`src/hw/rtl/csle_pkg.sv`:
```
// Shared types and constants for the chunk size line encoder.
// Used by the front, queue, back and top-level modules; no dependencies.
`default_nettype none

package csle_pkg;

    localparam int MAX_DIGITS  = 16;
    localparam int QUEUE_DEPTH = 2;
    localparam int SIZE_W      = 64;
    localparam int LIMIT_W     = 5;
    localparam int CHAR_W      = 8;
    localparam int NIB_W       = 4;

    typedef struct packed {
        logic [SIZE_W-1:0] size;
        logic [NIB_W-1:0]  sig_m1;
        logic [NIB_W-1:0]  cnt_m1;
    } job_t;

endpackage

`default_nettype wire

```
`src/hw/rtl/csle_front.sv`:
```
// Front end: holds the digit limit register, accepts sizes and works out digit counts.
// Depends on csle_pkg.
`default_nettype none

module csle_front (
    input  wire logic                             clk,
    input  wire logic                             rst_n,
    input  wire logic                             cfg_write,
    input  wire logic [csle_pkg::LIMIT_W-1:0]     cfg_data,
    input  wire logic                             push,
    output logic                                  full,
    input  wire logic [csle_pkg::SIZE_W-1:0]      size_value,
    output logic                                  job_valid,
    input  wire logic                             job_full,
    output csle_pkg::job_t                        job
);

    logic [csle_pkg::LIMIT_W-1:0] limit_reg;
    logic [csle_pkg::LIMIT_W-1:0] limit_next;
    logic                         valid_reg;
    logic                         valid_next;
    csle_pkg::job_t               job_reg;
    csle_pkg::job_t               job_next;
    logic                         accept;
    logic                         hand_off;
    logic [csle_pkg::NIB_W-1:0]   sig_m1;
    logic [csle_pkg::NIB_W-1:0]   lim_m1;

    assign hand_off = valid_reg && !job_full;
    assign full     = valid_reg && job_full;
    assign accept   = push && !full;

    always_comb
    begin
        sig_m1 = '0;
        for (int k = 1; k < csle_pkg::MAX_DIGITS; k++)
        begin
            if (size_value[k*csle_pkg::NIB_W +: csle_pkg::NIB_W] != '0)
            begin
                sig_m1 = csle_pkg::NIB_W'(k);
            end
        end
    end

    always_comb
    begin
        if (limit_reg == '0)
        begin
            lim_m1 = '0;
        end
        else if (limit_reg > csle_pkg::LIMIT_W'(csle_pkg::MAX_DIGITS))
        begin
            lim_m1 = csle_pkg::NIB_W'(csle_pkg::MAX_DIGITS - 1);
        end
        else
        begin
            lim_m1 = csle_pkg::NIB_W'(limit_reg - 1'b1);
        end
    end

    always_comb
    begin
        limit_next      = cfg_write ? cfg_data : limit_reg;
        job_next        = job_reg;
        job_next.size   = size_value;
        job_next.sig_m1 = sig_m1;
        job_next.cnt_m1 = (sig_m1 < lim_m1) ? sig_m1 : lim_m1;
        if (accept)
        begin
            valid_next = 1'b1;
        end
        else if (hand_off)
        begin
            valid_next = 1'b0;
        end
        else
        begin
            valid_next = valid_reg;
        end
    end

    always_ff @(posedge clk or negedge rst_n)
    begin
        if (!rst_n)
        begin
            limit_reg <= csle_pkg::LIMIT_W'(csle_pkg::MAX_DIGITS);
            valid_reg <= 1'b0;
        end
        else
        begin
            limit_reg <= limit_next;
            valid_reg <= valid_next;
        end
    end

    always_ff @(posedge clk)
    begin
        if (accept)
        begin
            job_reg <= job_next;
        end
    end

    assign job_valid = valid_reg;
    assign job       = job_reg;

endmodule

`default_nettype wire

```
`src/hw/rtl/csle_queue.sv`:
```
// Short job queue between the front end and the back end.
// Depends on csle_pkg.
`default_nettype none

module csle_queue (
    input  wire logic           clk,
    input  wire logic           rst_n,
    input  wire logic           wr_en,
    input  wire csle_pkg::job_t wr_job,
    output logic                q_full,
    input  wire logic           rd_en,
    output logic                q_valid,
    output csle_pkg::job_t      rd_job
);

    localparam int PTR_W = (csle_pkg::QUEUE_DEPTH > 1) ? $clog2(csle_pkg::QUEUE_DEPTH) : 1;
    localparam int CNT_W = $clog2(csle_pkg::QUEUE_DEPTH + 1);

    csle_pkg::job_t     slot_reg [csle_pkg::QUEUE_DEPTH];
    logic [PTR_W-1:0]   wr_ptr_reg;
    logic [PTR_W-1:0]   wr_ptr_next;
    logic [PTR_W-1:0]   rd_ptr_reg;
    logic [PTR_W-1:0]   rd_ptr_next;
    logic [CNT_W-1:0]   cnt_reg;
    logic [CNT_W-1:0]   cnt_next;
    logic               do_wr;
    logic               do_rd;

    assign q_full  = (cnt_reg == CNT_W'(csle_pkg::QUEUE_DEPTH));
    assign q_valid = (cnt_reg != '0);
    assign do_wr   = wr_en && !q_full;
    assign do_rd   = rd_en && q_valid;
    assign rd_job  = slot_reg[rd_ptr_reg];

    function automatic logic [PTR_W-1:0] bump(input logic [PTR_W-1:0] p);
        logic [PTR_W-1:0] r;
        if (p == PTR_W'(csle_pkg::QUEUE_DEPTH - 1))
        begin
            r = '0;
        end
        else
        begin
            r = p + 1'b1;
        end
        return r;
    endfunction

    always_comb
    begin
        wr_ptr_next = do_wr ? bump(wr_ptr_reg) : wr_ptr_reg;
        rd_ptr_next = do_rd ? bump(rd_ptr_reg) : rd_ptr_reg;
        cnt_next    = cnt_reg;
        if (do_wr && !do_rd)
        begin
            cnt_next = cnt_reg + 1'b1;
        end
        else if (do_rd && !do_wr)
        begin
            cnt_next = cnt_reg - 1'b1;
        end
    end

    always_ff @(posedge clk or negedge rst_n)
    begin
        if (!rst_n)
        begin
            wr_ptr_reg <= '0;
            rd_ptr_reg <= '0;
            cnt_reg    <= '0;
        end
        else
        begin
            wr_ptr_reg <= wr_ptr_next;
            rd_ptr_reg <= rd_ptr_next;
            cnt_reg    <= cnt_next;
        end
    end

    always_ff @(posedge clk)
    begin
        if (do_wr)
        begin
            slot_reg[wr_ptr_reg] <= wr_job;
        end
    end

endmodule

`default_nettype wire

```
`src/hw/rtl/csle_back.sv`:
```
// Back end: sequences the hex digits, CR and LF of each job into the output register.
// Depends on csle_pkg.
`default_nettype none

module csle_back (
    input  wire logic                          clk,
    input  wire logic                          rst_n,
    input  wire logic                          q_valid,
    input  wire csle_pkg::job_t                head,
    output logic                               q_pop,
    output logic                               empty,
    input  wire logic                          pop,
    output logic [csle_pkg::CHAR_W-1:0]        character,
    output logic                               last_char
);

    localparam logic [csle_pkg::CHAR_W-1:0] CHAR_CR = 8'd13;
    localparam logic [csle_pkg::CHAR_W-1:0] CHAR_LF = 8'd10;

    typedef enum logic [3:0] {
        S_IDLE  = 4'b0001,
        S_DIGIT = 4'b0010,
        S_CR    = 4'b0100,
        S_LF    = 4'b1000
    } state_t;

    state_t                             state_reg;
    state_t                             state_next;
    logic [csle_pkg::SIZE_W-1:0]        size_reg;
    logic [csle_pkg::SIZE_W-1:0]        size_next;
    logic [csle_pkg::NIB_W-1:0]         pos_reg;
    logic [csle_pkg::NIB_W-1:0]         pos_next;
    logic [csle_pkg::NIB_W-1:0]         rem_reg;
    logic [csle_pkg::NIB_W-1:0]         rem_next;
    logic                               out_valid_reg;
    logic                               out_valid_next;
    logic [csle_pkg::CHAR_W-1:0]        char_reg;
    logic [csle_pkg::CHAR_W-1:0]        char_next;
    logic                               last_reg;
    logic                               last_next;
    logic                               advance;
    logic                               emit;

    function automatic logic [csle_pkg::CHAR_W-1:0] hex_char(
        input logic [csle_pkg::SIZE_W-1:0] value,
        input logic [csle_pkg::NIB_W-1:0]  pos
    );
        logic [csle_pkg::NIB_W-1:0] nib;
        nib = value[{pos, 2'b00} +: csle_pkg::NIB_W];
        if (nib < 4'd10)
        begin
            return 8'd48 + csle_pkg::CHAR_W'(nib);
        end
        return 8'd55 + csle_pkg::CHAR_W'(nib);
    endfunction

    assign advance = !out_valid_reg || pop;

    always_comb
    begin
        state_next = state_reg;
        size_next  = size_reg;
        pos_next   = pos_reg;
        rem_next   = rem_reg;
        char_next  = char_reg;
        last_next  = 1'b0;
        emit       = 1'b0;
        q_pop      = 1'b0;
        unique case (state_reg)
            S_IDLE:
            begin
                if (q_valid && advance)
                begin
                    emit      = 1'b1;
                    q_pop     = 1'b1;
                    char_next = hex_char(head.size, head.sig_m1);
                    size_next = head.size;
                    pos_next  = head.sig_m1 - 1'b1;
                    rem_next  = head.cnt_m1;
                    state_next = (head.cnt_m1 == '0) ? S_CR : S_DIGIT;
                end
            end
            S_DIGIT:
            begin
                if (advance)
                begin
                    emit      = 1'b1;
                    char_next = hex_char(size_reg, pos_reg);
                    pos_next  = pos_reg - 1'b1;
                    rem_next  = rem_reg - 1'b1;
                    if (rem_reg == 4'd1)
                    begin
                        state_next = S_CR;
                    end
                end
            end
            S_CR:
            begin
                if (advance)
                begin
                    emit       = 1'b1;
                    char_next  = CHAR_CR;
                    state_next = S_LF;
                end
            end
            S_LF:
            begin
                if (advance)
                begin
                    emit       = 1'b1;
                    char_next  = CHAR_LF;
                    last_next  = 1'b1;
                    state_next = S_IDLE;
                end
            end
            default:
            begin
                state_next = S_IDLE;
            end
        endcase
        out_valid_next = advance ? emit : out_valid_reg;
    end

    always_ff @(posedge clk or negedge rst_n)
    begin
        if (!rst_n)
        begin
            state_reg     <= S_IDLE;
            out_valid_reg <= 1'b0;
        end
        else
        begin
            state_reg     <= state_next;
            out_valid_reg <= out_valid_next;
        end
    end

    always_ff @(posedge clk)
    begin
        size_reg <= size_next;
        pos_reg  <= pos_next;
        rem_reg  <= rem_next;
        if (emit)
        begin
            char_reg <= char_next;
            last_reg <= last_next;
        end
    end

    assign empty     = !out_valid_reg;
    assign character = char_reg;
    assign last_char = last_reg;

endmodule

`default_nettype wire

```
`src/hw/rtl/chunk_size_line_encoder.sv`:
```
// A taken size is registered in the front end and written into the job queue; its first byte
// is then loaded into the output register of the back end. Throughput: one output byte per
// cycle while pop is held, set by that single byte-wide register; a line is its digits, CR, LF.
// Sizes are taken in back to back while the two-entry job queue has room.
// Reset clears all control state and sets the digit limit to 16; no clearing pass is needed.
// Top level of the chunk size line encoder; depends on csle_pkg and its submodules.
`default_nettype none

module chunk_size_line_encoder (
    input  wire logic                                clk,
    input  wire logic                                rst_n,
    input  wire logic                                cfg_write,
    input  wire logic [csle_pkg::LIMIT_W-1:0]        cfg_data,
    input  wire logic                                push,
    output logic                                     full,
    input  wire logic [csle_pkg::SIZE_W-1:0]         size_value,
    output logic                                     empty,
    input  wire logic                                pop,
    output logic [csle_pkg::CHAR_W-1:0]              character,
    output logic                                     last_char
);

    logic           job_valid;
    logic           q_full;
    logic           q_valid;
    logic           q_pop;
    csle_pkg::job_t front_job;
    csle_pkg::job_t head_job;

    csle_front u_front (
        .clk        (clk),
        .rst_n      (rst_n),
        .cfg_write  (cfg_write),
        .cfg_data   (cfg_data),
        .push       (push),
        .full       (full),
        .size_value (size_value),
        .job_valid  (job_valid),
        .job_full   (q_full),
        .job        (front_job)
    );

    csle_queue u_queue (
        .clk     (clk),
        .rst_n   (rst_n),
        .wr_en   (job_valid),
        .wr_job  (front_job),
        .q_full  (q_full),
        .rd_en   (q_pop),
        .q_valid (q_valid),
        .rd_job  (head_job)
    );

    csle_back u_back (
        .clk       (clk),
        .rst_n     (rst_n),
        .q_valid   (q_valid),
        .head      (head_job),
        .q_pop     (q_pop),
        .empty     (empty),
        .pop       (pop),
        .character (character),
        .last_char (last_char)
    );

endmodule

`default_nettype wire

```
`config.mk`:
```
export PLATFORM = sky130hd
export DESIGN_NAME = chunk_size_line_encoder
export DESIGN_NICKNAME = d
export VERILOG_FILES = /design/src/hw/rtl/csle_pkg.sv /design/src/hw/rtl/csle_front.sv /design/src/hw/rtl/csle_queue.sv /design/src/hw/rtl/csle_back.sv /design/src/hw/rtl/chunk_size_line_encoder.sv
export SDC_FILE = /design/constraint.sdc
export NUM_CORES = 1
export LEC_CHECK = 0
export BUFFER_PORTS_ARGS = -buffer_cell sky130_fd_sc_hd__buf_2
export CORE_ASPECT_RATIO = 1.2
export CORE_MARGIN = 2
export CORE_UTILIZATION = 35
export DETAILED_ROUTE_END_ITERATION = 12
export SYNTH_ARGS = -nofsm -noshare
export SYNTH_HDL_FRONTEND = slang
export SYNTH_SLANG_ARGS = --single-unit
```
`constraint.sdc`:
```
create_clock -name clk -period 5.94 [get_ports clk]
set_input_delay 0.297 -clock clk [delete_from_list [all_inputs] [get_ports clk]]
set_output_delay 0.297 -clock clk [all_outputs]
set_load 0.005 [all_outputs]
```
==> results of run 1 <==
final cells by class:
class / instances / area share
clock inverter: 17 / 0.0120
tap: 468 / 0.0385
sequential: 311 / 0.610
timing repair buffer: 162 / 0.0781
multi-input combinational: 360 / 0.207
clock buffer: 34 / 0.0490
inverter: 19 / 0.00469
routing by layer:
metal / share of wire / GRT usage
met5: 0 / 0
met4: 0.019 / 0.0415
met3: 0.036 / 0.0172
met2: 0.52 / 0.264
met1: 0.42 / 0.180
how the worst max path moves through the flow:
stage / slack (ns) / start / end / cells after the start
finish: 2.31 / u_queue.rd_ptr_reg$_DFFE_PN0P_ / u_back.character[2]$_DFFE_PP_ / 10
global route: 2.05 / u_queue.rd_ptr_reg$_DFFE_PN0P_ / u_back.character[2]$_DFFE_PP_ / 10
CTS: 2.27 / u_queue.rd_ptr_reg$_DFFE_PN0P_ / u_back.character[1]$_DFFE_PP_ / 7
detailed placement: 2.29 / u_queue.rd_ptr_reg$_DFFE_PN0P_ / u_back.character[1]$_DFFE_PP_ / 7
global placement: 2.31 / u_queue.rd_ptr_reg$_DFFE_PN0P_ / u_back.character[1]$_DFFE_PP_ / 7
floorplan: 1.81 / u_queue.cnt_reg[0]$_DFFE_PN0P_ / u_queue.slot_reg[0][0]$_DFFE_PP_ / 3
where the power goes:
group          switching (mW)  internal (mW)  total [mW]  leakage, nW
clock network           0.793           1.03        1.82        0.444
registers               0.278           3.35        3.63         2.93
logic                    1.35           1.01        2.36         1.89
cells by family (layout without fill, tap and decap cells):
family,after synthesis,in the layout,share of synthesized area
buffers and inverters,48,232,0.0205
DFF,311,311,0.732
other,1,1,0.000296
xor gates and xnor gates,11,11,0.00761
muxes,130,130,0.133
AOI/OAI and AO/OA,82,82,0.0460
adders and majority gates,11,11,0.0107
and+or+nand+nor,125,125,0.0499
worst reg2reg max path: cells and delay by family, from the launching register on:
kind / cells / cell delay [ns]
AO/OA/AOI/OAI: 4 / 0.53
adder cells (fa/ha/maj): 1 / 0.23
flip-flops: 1 / 0.78
AND/OR/NAND/NOR: 2 / 0.46
buffers and inverters: 1 / 0.64
multiplexers: 2 / 0.74
cell usage in the layout (no fill, tap or decap), types with 3 or more instances in the layout:
master and count:
clkinv_1 3, dfrtp_1 12, xor2_1 4, nor4_1 13
inv_1 18, mux2_2 68, clkbuf_1 5, nand2b_1 13
o211ai_1 6, clkbuf_16 29, nor3_1 3, nor2b_1 8
nor2_1 30, xnor2_1 7, o21ai_0 20, o22ai_1 3
a211oi_1 5, clkinv_4 3, nand2_1 30, buf_2 83
nand3_1 6, bufinv_16 3, dlygate4sd3_1 71, or4_1 6
mux2_4 3, clkinv_2 3, edfxtp_1 296, a41oi_1 3
a21oi_1 16, clkinvlp_4 3, and2_1 3, mux2i_1 36
buf_4 8, mux4_2 21, ha_1 10
==> impl_metrics.env, run 1 <==
export IMPL_netlist_area_sq_um=12700
export IMPL_r2r_end="u_back.character[2]$_DFFE_PP_"
export IMPL_gp_congestion=0.778
export IMPL_synth_area_per_cell_sq_um=17.6
export IMPL_multiInputGateArea_sq_um=3150
export IMPL_hold_violations=0
export IMPL_cts_root_buf="clkbuf_16"
export IMPL_antenna_found_initial=0
export IMPL_stdcell_area_sq_um=15200
export IMPL_final_min_clock_period_ns=3.63
export IMPL_worst_r2r_startpoint="u_queue.rd_ptr_reg$_DFFE_PN0P_"
export IMPL_tightest_slew_ns=1.30
export IMPL_synth_top_area_frac=0.702
export IMPL_postCtsHoldBufs=71
export IMPL_critPathCaptureType="register"
export IMPL_clk_pin_slew_worst_paths_ns=0.07
export IMPL_vdd_drop_max_mv=0.242
export IMPL_cts_tree="done"
export IMPL_post_route_util=0.425
export IMPL_status="finished, final reports clean"
export IMPL_whs_endpoint="u_front.job[31]$_DFFE_PP_"
export IMPL_drive_above_1_share=0.271
export IMPL_yosysMostFrequentCell="edfxtp_1"
export IMPL_p_total_mw=7.81
export IMPL_seq_area_sq_um=9270
export IMPL_post_cts_buffers=0
export IMPL_viasPerCell=4.81
export IMPL_num_io_pins=85
export IMPL_fin_cells=1371
export IMPL_startpoint_type="register"
export IMPL_grt_pass1_wl_um=41100
export IMPL_yosysTopAreaCell="edfxtp_1"
export IMPL_worst_slew_margin_rel=0.128
export IMPL_grt_ovfl_total=0
export IMPL_max_freq_mhz=276
export IMPL_grt_pass1_vias=6900
export IMPL_drv_cap=0
export IMPL_worstPathMaxFanout=43
export IMPL_num_nets_final=967
export IMPL_synth_cells_most_frequent="296 x edfxtp_1, 68 x mux2_2, 36 x mux2i_1, 31 x nor2_1, 30 x nand2_1"
export IMPL_die_w_um=178
export IMPL_crit_arrival_ns=3.92
export IMPL_syn_num_nets=803
export IMPL_placed_area_sq_um=13600
export IMPL_slew_viol_final=0
export IMPL_syn_instance_count=719
export IMPL_start_util=0.354
export IMPL_path_class="reg -> reg"
export IMPL_fin_hold_ws_ns=0.0274
export IMPL_crit_family="flip-flops"
export IMPL_hp_start="size_value[23]"
export IMPL_remaining_drc_errors=0
export IMPL_die_area_sq_um=37700
export IMPL_fillers=3246
export IMPL_postRouteAntennaNets=0
export IMPL_synth_seq_cells=311
export IMPL_dp_cells=1249
export IMPL_pre_cts_ws_ns=2.29
export IMPL_critPathBufInv=1
export IMPL_grt_max_degree=73
export IMPL_fin_ws_ns=2.31
export IMPL_drt_iter0_drc=355
export IMPL_leakagePower_nw=5.26
export IMPL_grt_total_usage=0.145
export IMPL_fin_skew_ns=0.0113
export IMPL_synthToLayoutAreaGrowth_pct=19.9
export IMPL_hold_path_class="in -> reg"
export IMPL_ys_seq_area_frac=0.732
export IMPL_ys_flop_type="edfxtp_1"
export IMPL_cts_buffer_depth=3
export IMPL_crit_chain="buf_4, mux2_2, or2_1, o211ai_1, o21ai_0, mux2_2, a21oi_2, ha_1, nor3b_1, o31ai_2"
export IMPL_synth_edf_count=296
export IMPL_diodes=0
export IMPL_hpwl_um=17500
export IMPL_setup_viol=0
export IMPL_tns_ns=0
export IMPL_ff2ff_path_depth=10
export IMPL_htreeDepth=1
export IMPL_critPathRequiredTime_ns=6.24
export IMPL_yosys_warnings=0
export IMPL_period_share=0.611
export IMPL_cp_slowest_cell="dfrtp_4"
export IMPL_insertion_delay_ns=0.55
export IMPL_port_buffers=83
export IMPL_synth_distinct_cells=62
export IMPL_wl_um=26900
export IMPL_path_common_cell="mux2_2"
export IMPL_holdPathStages=1
export IMPL_largest_register_ffs=144
export IMPL_fp_row_count=76
export IMPL_numCtsBuffers=29
export IMPL_clock_sinks=311
export IMPL_vias=6600
export IMPL_synthTopCellsByArea="edfxtp_1 70%, mux2_2 6.0%, mux4_2 3.7%"
export IMPL_pwr_density_cell_nw_per_um2=514
export IMPL_die_h_um=212
export IMPL_max_stage_delay_ns=0.78
export IMPL_cts_resized_gates=0
export IMPL_r2r_setup_slack_ns=2.31
export IMPL_rsz0062_at_grt="no"
export IMPL_async_reset_ff_frac=0.0482
export IMPL_firstDrtPassIters=5
export IMPL_wl_per_cell_um=19.6
export IMPL_core_area_sq_um=35800
No activity file was read; power rests on OpenSTA's default activity.
==> inputs of run 2 (changes only) <==
--- a/config.mk
+++ b/config.mk
@@ -5,6 +5,7 @@
 export SDC_FILE = /design/constraint.sdc
 export NUM_CORES = 1
 export LEC_CHECK = 0
+export ABC_AREA = 1
 export BUFFER_PORTS_ARGS = -buffer_cell sky130_fd_sc_hd__buf_2
 export CORE_ASPECT_RATIO = 1.2
 export CORE_MARGIN = 2
==> constraint.sdc (replaced) <==
create_clock -name clk -period 3.56 [get_ports clk]
set_input_delay 0.178 -clock clk [delete_from_list [all_inputs] [get_ports clk]]
set_output_delay 0.178 -clock clk [all_outputs]
set_load 0.005 [all_outputs]
==> run 2 against run 1 <==
  * Setup slack lost 1.7 ns
  * Clock skew grew 0.0031 ns
  * Combinational power grew 95%
  * Synthesized cell count grew 35%
  * Critical endpoint unchanged
  * Area after synthesis shrank 0.41%
  * Core utilization grew 0.51 points
  * Final cell count grew 20%
==> impl_metrics.env, run 2 <==
export IMPL_multiInputGateArea_sq_um=2870
export IMPL_grt_total_usage=0.151
export IMPL_crit_arrival_ns=3.20
export IMPL_synth_area_per_cell_sq_um=13.0
export IMPL_num_nets_final=1237
export IMPL_pwr_density_cell_nw_per_um2=889
export IMPL_worstPathMaxFanout=33
export IMPL_drv_cap=0
export IMPL_die_h_um=212
export IMPL_fin_hold_ws_ns=0.0734
export IMPL_startpoint_type="register"
export IMPL_diodes=0
export IMPL_setup_viol=0
export IMPL_cts_tree="done"
export IMPL_grt_ovfl_total=0
export IMPL_max_stage_delay_ns=0.43
export IMPL_worst_r2r_startpoint="u_queue.rd_ptr_reg$_DFFE_PN0P_"
export IMPL_vias=7828
export IMPL_r2r_setup_slack_ns=0.65
export IMPL_largest_register_ffs=144
export IMPL_max_freq_mhz=343
export IMPL_route_met3_wl_um=1140
export IMPL_antenna_found_initial=0
export IMPL_tns_ns=0
export IMPL_top_layer_used="met4"
export IMPL_hold_path_class="in -> reg"
export IMPL_final_min_clock_period_ns=2.91
export IMPL_period_share=0.818
export IMPL_yosysMostFrequentCell="edfxtp_1"
export IMPL_viasPerCell=4.76
export IMPL_wl_per_cell_um=17.3
export IMPL_start_util=0.353
export IMPL_ys_seq_area_frac=0.735
export IMPL_fillers=3326
export IMPL_cp_slowest_cell="dfrtp_2"
export IMPL_grt_pass1_wl_um=43600
export IMPL_insertion_delay_ns=0.54
export IMPL_fin_cells=1643
export IMPL_synth_cells_most_frequent="296 x edfxtp_1, 186 x nand2_1, 75 x inv_1, 64 x nor2_1, 63 x o21ai_0"
export IMPL_syn_num_nets=1057
export IMPL_fp_row_count=76
export IMPL_critPathCaptureType="register"
export IMPL_hpwl_um=18500
export IMPL_rsz0062_at_grt="no"
export IMPL_remaining_drc_errors=0
export IMPL_tightest_slew_ns=0.859
export IMPL_leakagePower_nw=5.67
export IMPL_port_buffers=83
export IMPL_wl_met2_um=14700
export IMPL_postRouteAntennaNets=0
export IMPL_synth_seq_cells=311
export IMPL_async_reset_ff_frac=0.0482
export IMPL_holdPathStages=5
export IMPL_worst_slew_margin_rel=0.421
export IMPL_drt_met1_wl_um=11900
export IMPL_ys_flop_type="edfxtp_1"
export IMPL_status="finished, final reports clean"
export IMPL_numCtsBuffers=29
export IMPL_die_w_um=177
export IMPL_drt_iter0_drc=595
export IMPL_hold_violations=0
export IMPL_num_io_pins=85
export IMPL_die_area_sq_um=37600
export IMPL_vdd_drop_max_mv=0.490
export IMPL_firstDrtPassIters=8
export IMPL_grt_pass1_vias=7919
export IMPL_slew_viol_final=0
export IMPL_cts_root_buf="clkbuf_16"
export IMPL_wl_um=28400
export IMPL_fin_skew_ns=0.0144
export IMPL_gp_congestion=0.799
export IMPL_layout_commonest_cell="edfxtp_1"
export IMPL_grt_max_degree=74
export IMPL_final_cell_mix="296 x edfxtp_1, 186 x nand2_1, 83 x buf_2"
export IMPL_yosysTopAreaCell="edfxtp_1"
export IMPL_clock_sinks=311
export IMPL_whs_endpoint="u_back.state_reg[3]$_DFFE_PN0P_"
export IMPL_dp_cells=1509
export IMPL_synth_edf_count=296
export IMPL_synth_distinct_cells=42
export IMPL_htreeDepth=1
export IMPL_netlist_area_sq_um=12600
export IMPL_crit_chain="inv_4, buf_4, buf_4, or2_0, o21ai_0, nand2_1, o211ai_1, nand3_1, nand3_1, nand2_2, inv_1, ha_1, nand2_1, nand2_2, o221ai_1, nand3_1"
export IMPL_drive_above_1_share=0.146
export IMPL_synthTopCellsByArea="edfxtp_1 70%, nand2_1 5.5%, dfrtp_1 2.6%"
export IMPL_synth_top_area_frac=0.705
export IMPL_syn_instance_count=973
export IMPL_hp_start="pop"
export IMPL_clk_pin_slew_worst_paths_ns=0.06
export IMPL_path_class="reg -> reg"
export IMPL_yosys_warnings=0
export IMPL_seq_area_sq_um=9270
export IMPL_cts_buffer_depth=3
export IMPL_ff2ff_path_depth=16
export IMPL_core_area_sq_um=35800
export IMPL_path_common_cell="nand3_1"
export IMPL_critPathRequiredTime_ns=3.84
export IMPL_synthToLayoutAreaGrowth_pct=21.9
export IMPL_r2r_end="u_back.character[2]$_DFFE_PP_"
run 2: cells by family (layout without fill, tap and decap cells):
logic type      Yosys count  after routing  synth area share
other cells               1              1          0.000297
flops                   311            311             0.735
simple gates            339            339             0.115
compound gates          171            171            0.0841
mux                      13             13            0.0104
buf+inv                 120            322            0.0396
xor+xnor                  8              8           0.00556
fa+ha+maj                10             10           0.00992
run 2: worst max-delay path by stage:
stage / startpoint / end / slack [ns] / cells past startpoint
after detailed placement: u_queue.rd_ptr_reg$_DFFE_PN0P_ / u_back.character[2]$_DFFE_PP_ / 0.66 / 16
after global placement: u_queue.rd_ptr_reg$_DFFE_PN0P_ / u_back.character[2]$_DFFE_PP_ / 0.70 / 16
after CTS: u_queue.rd_ptr_reg$_DFFE_PN0P_ / u_back.character[2]$_DFFE_PP_ / 0.63 / 16
after floorplan: u_queue.cnt_reg[0]$_DFFE_PN0P_ / u_queue.slot_reg[1][0]$_DFFE_PP_ / 0.51 / 4
after global routing: u_queue.rd_ptr_reg$_DFFE_PN0P_ / u_back.character[2]$_DFFE_PP_ / 0.38 / 16
final: u_queue.rd_ptr_reg$_DFFE_PN0P_ / u_back.character[2]$_DFFE_PP_ / 0.65 / 16
run 2: per-stage QoR:
stage | instance area, sq um | power [mW] | util | setup WS (ns)
floorplan | 12600 | 9.17 | - | 0.511
detailed placement | 13600 | 10.7 | 0.382 | 0.659
global placement | 13600 | 10.6 | 0.382 | 0.697
global route | 15400 | 14.5 | 0.430 | 0.380
finish | 15400 | 13.7 | 0.430 | 0.646
CTS | 15400 | 13.8 | 0.430 | 0.635
run 2: cell type report:
| type | count | share of cell area |
|---|---|---|
| flip-flops and latches | 311 | 0.603 |
| multi-input cells | 542 | 0.187 |
| repair buffers | 183 | 0.0915 |
| clock buffers | 35 | 0.0487 |
| well taps | 468 | 0.0381 |
| inverters | 86 | 0.0213 |
| clock inverters | 18 | 0.0110 |
run 2: what timing repair did:
action	4_1_cts	5_1_grt
buffers inserted	0	0
hold endpoints to repair	85	0
hold buffers	81	0
resized for setup	0	0
run 2: worst max-delay path, delay by kind of cell, from the launching register on:
kind                       cells  cell delay, ns
AOI/OAI and AO/OA              3            0.35
adders and majority gates      1            0.20
buffers and inverters          4            0.92
DFF                            1            0.43
and+or+nand+nor                8            0.75
run 2: metal layers:
metal	vias up	GRT usage
li1	3845	-
met4	0	0.0444
met1	3733	0.187
met5	-	0
met2	213	0.278
met3	37	0.0169
run 2: power by group:
part | internal (mW) | total (mW) | switching (mW)
combinational | 1.42 | 4.61 | 3.20
sequential | 5.68 | 6.08 | 0.403
clock | 1.71 | 2.98 | 1.27
==> inputs of run 3 (changes only) <==
--- a/config.mk
+++ b/config.mk
@@ -5,7 +5,7 @@
 export SDC_FILE = /design/constraint.sdc
 export NUM_CORES = 1
 export LEC_CHECK = 0
-export ABC_AREA = 1
+export ABC_AREA = 0
 export BUFFER_PORTS_ARGS = -buffer_cell sky130_fd_sc_hd__buf_2
 export CORE_ASPECT_RATIO = 1.2
 export CORE_MARGIN = 2
==> constraint.sdc (replaced) <==
create_clock -name clk -period 2.8 [get_ports clk]
set_input_delay 0.14 -clock clk [delete_from_list [all_inputs] [get_ports clk]]
set_output_delay 0.14 -clock clk [all_outputs]
set_load 0.005 [all_outputs]
==> run 3 against run 2 <==
  * The flow now finishes with violations (setup timing)
  * Global-route usage decreased by 0.33 points
  * Power increased by 32%
  * Design area increased by 5.8%
  * Clock-buffer cell count increased by 1
  * Wire length decreased by 3.3%
  * Combinational power increased by 37%
==> impl_metrics.env, run 3 (synthesis results as in run 1) <==
export IMPL_num_nets_final=1041
export IMPL_fin_skew_ns=0.00750
export IMPL_htreeDepth=1
export IMPL_num_io_pins=85
export IMPL_path_class="reg -> reg"
export IMPL_slew_viol_final=0
export IMPL_wl_um=27400
export IMPL_multiInputGateArea_sq_um=3360
export IMPL_insertion_delay_ns=0.56
export IMPL_die_w_um=178
export IMPL_max_freq_mhz=355
export IMPL_viasPerCell=4.81
export IMPL_port_buffers=83
export IMPL_fin_hold_ws_ns=0.0464
export IMPL_vdd_drop_max_mv=0.558
export IMPL_r2r_setup_slack_ns=-0.01
export IMPL_antenna_found_initial=0
export IMPL_seq_area_sq_um=9270
export IMPL_die_h_um=212
export IMPL_violations="setup timing"
export IMPL_numCtsBuffers=29
export IMPL_drt_iter0_drc=436
export IMPL_r2r_end="u_back.character[1]$_DFFE_PP_"
export IMPL_hold_violations=0
export IMPL_synthToLayoutAreaGrowth_pct=28.4
export IMPL_fin_ws_ns=-0.0136
export IMPL_worst_r2r_startpoint="u_queue.rd_ptr_reg$_DFFE_PN0P_"
export IMPL_crit_chain="buf_12, buf_16, mux2_4, mux2i_1, mux4_2, nor2_4, a31oi_4, ha_4, nand2b_1, a311o_1"
export IMPL_postRouteAntennaNets=0
export IMPL_fillers=3102
export IMPL_max_stage_delay_ns=0.58
export IMPL_start_util=0.354
export IMPL_clock_sinks=311
export IMPL_final_min_clock_period_ns=2.81
export IMPL_tightest_slew_ns=1.14
export IMPL_cts_root_buf="clkbuf_16"
export IMPL_leakagePower_nw=5.81
export IMPL_drv_cap=0
export IMPL_hpwl_um=18200
export IMPL_gp_congestion=0.799
export IMPL_cts_buffer_depth=3
export IMPL_grt_pass1_wl_um=42200
export IMPL_fp_row_count=76
export IMPL_wl_per_cell_um=18.9
export IMPL_vias=6963
export IMPL_drive_above_1_share=0.340
export IMPL_die_area_sq_um=37700
export IMPL_final_cell_mix="296 x edfxtp_1, 83 x buf_2, 81 x dlygate4sd3_1"
export IMPL_grt_max_degree=73
export IMPL_grt_total_usage=0.148
export IMPL_worst_slew_margin_rel=0.231
export IMPL_grt_pass1_vias=7345
export IMPL_setup_viol=1
export IMPL_core_area_sq_um=35800
export IMPL_layout_commonest_cell="edfxtp_1"
export IMPL_critPathCaptureType="register"
export IMPL_critPathRequiredTime_ns=3.10
export IMPL_largest_register_ffs=144
export IMPL_startpoint_type="register"
export IMPL_rsz0062_at_grt="yes"
export IMPL_status="finished, violations left"
export IMPL_ff2ff_path_depth=10
export IMPL_clk_pin_slew_worst_paths_ns=0.07
export IMPL_pwr_density_cell_nw_per_um2=1110
export IMPL_remaining_drc_errors=0
export IMPL_firstDrtPassIters=5
export IMPL_dp_cells=1298
export IMPL_diodes=0
export IMPL_cts_tree="done"
export IMPL_worstPathMaxFanout=8
export IMPL_grt_ovfl_total=0
export IMPL_fin_cells=1448
export IMPL_period_share=1.00
export IMPL_cp_slowest_cell="dfrtp_4"
export IMPL_crit_arrival_ns=3.11
export IMPL_hold_path_class="in -> async"
run 3: changes by cell type in the layout (fill, tap and decap cells not counted), moves of 16 or more:
cell,previous run,this run
nor2_1,61,27
nand2_1,186,29
mux2i_1,12,34
o211ai_1,26,6
buf_4,16,51
o21ai_1,37,4
o21ai_0,63,16
mux2_2,0,50
mux4_2,0,21
o221ai_1,18,0
inv_1,74,18
mux2_4,0,22
or2_0,16,0
nand3_1,33,6
run 3: worst max-delay path by stage:
stage	start	to	slack, ns	cells past startpoint
floorplan	u_queue.rd_ptr_reg$_DFFE_PN0P_	u_back.character[1]$_DFFE_PP_	0.08	11
global placement	u_queue.rd_ptr_reg$_DFFE_PN0P_	u_back.character[1]$_DFFE_PP_	-0.009	8
detailed placement	u_queue.rd_ptr_reg$_DFFE_PN0P_	u_back.character[2]$_DFFE_PP_	-0.06	10
CTS	u_queue.rd_ptr_reg$_DFFE_PN0P_	u_back.character[4]$_DFFE_PP_	-0.005	11
global route	u_queue.rd_ptr_reg$_DFFE_PN0P_	u_back.character[1]$_DFFE_PP_	-0.09	10
finish	u_queue.rd_ptr_reg$_DFFE_PN0P_	u_back.character[1]$_DFFE_PP_	-0.01	10
run 3: area by class of cell:
cell class / count / share of cell area
multi-input combinational: 361 / 0.207
timing repair buffer: 235 / 0.121
sequential: 311 / 0.570
clock inverter: 18 / 0.0152
tap: 468 / 0.0360
inverter: 19 / 0.00462
clock buffer: 36 / 0.0463
run 3: metrics by stage:
stage / power (mW) / util / area, sq um / worst slack (ns) / TNS [ns]
detailed placement: 13.3 / 0.393 / 14000 / -0.0559 / -0.155
global route: 19.0 / 0.455 / 16300 / -0.0851 / -0.302
floorplan: 11.4 / - / 12700 / 0.0836 / 0
global placement: 13.2 / 0.393 / 14000 / -0.00860 / -0.00860
CTS: 18.1 / 0.452 / 16200 / -0.00451 / -0.00451
finish: 18.1 / 0.455 / 16300 / -0.0136 / -0.0136
run 3: timing repair:
action,in CTS,in global routing
setup buffers,10,2
cloned,4,0
setup endpoints to repair,3,9
resized for setup,35,27
pin swaps,11,10
hold buffers,81,0
endpoints found under the hold margin,86,0
run 3: critical path, delay by kind of cell, from the launching register on:
family | cells | cell delay [ns]
muxes | 3 | 0.79
DFF | 1 | 0.58
AOI/OAI and AO/OA | 2 | 0.38
buffers and inverters | 2 | 0.32
adders and majority gates | 1 | 0.28
and+or+nand+nor | 2 | 0.19
run 3: per-layer routing:
layer / wire length [um] / vias up / track usage
li1: - / 3295 / -
met1: 11600 / 3503 / 0.182
met2: 14300 / 127 / 0.268
met3: 780 / 38 / 0.0163
met4: 708 / 0 / 0.0529
met5: 0 / - / 0
run 3: report_power, final:
group / leakage, nW / internal [mW] / switching, mW
logic: 2.40 / 3.05 / 3.28
registers: 2.93 / 7.09 / 0.520
clock network: 0.481 / 2.46 / 1.66
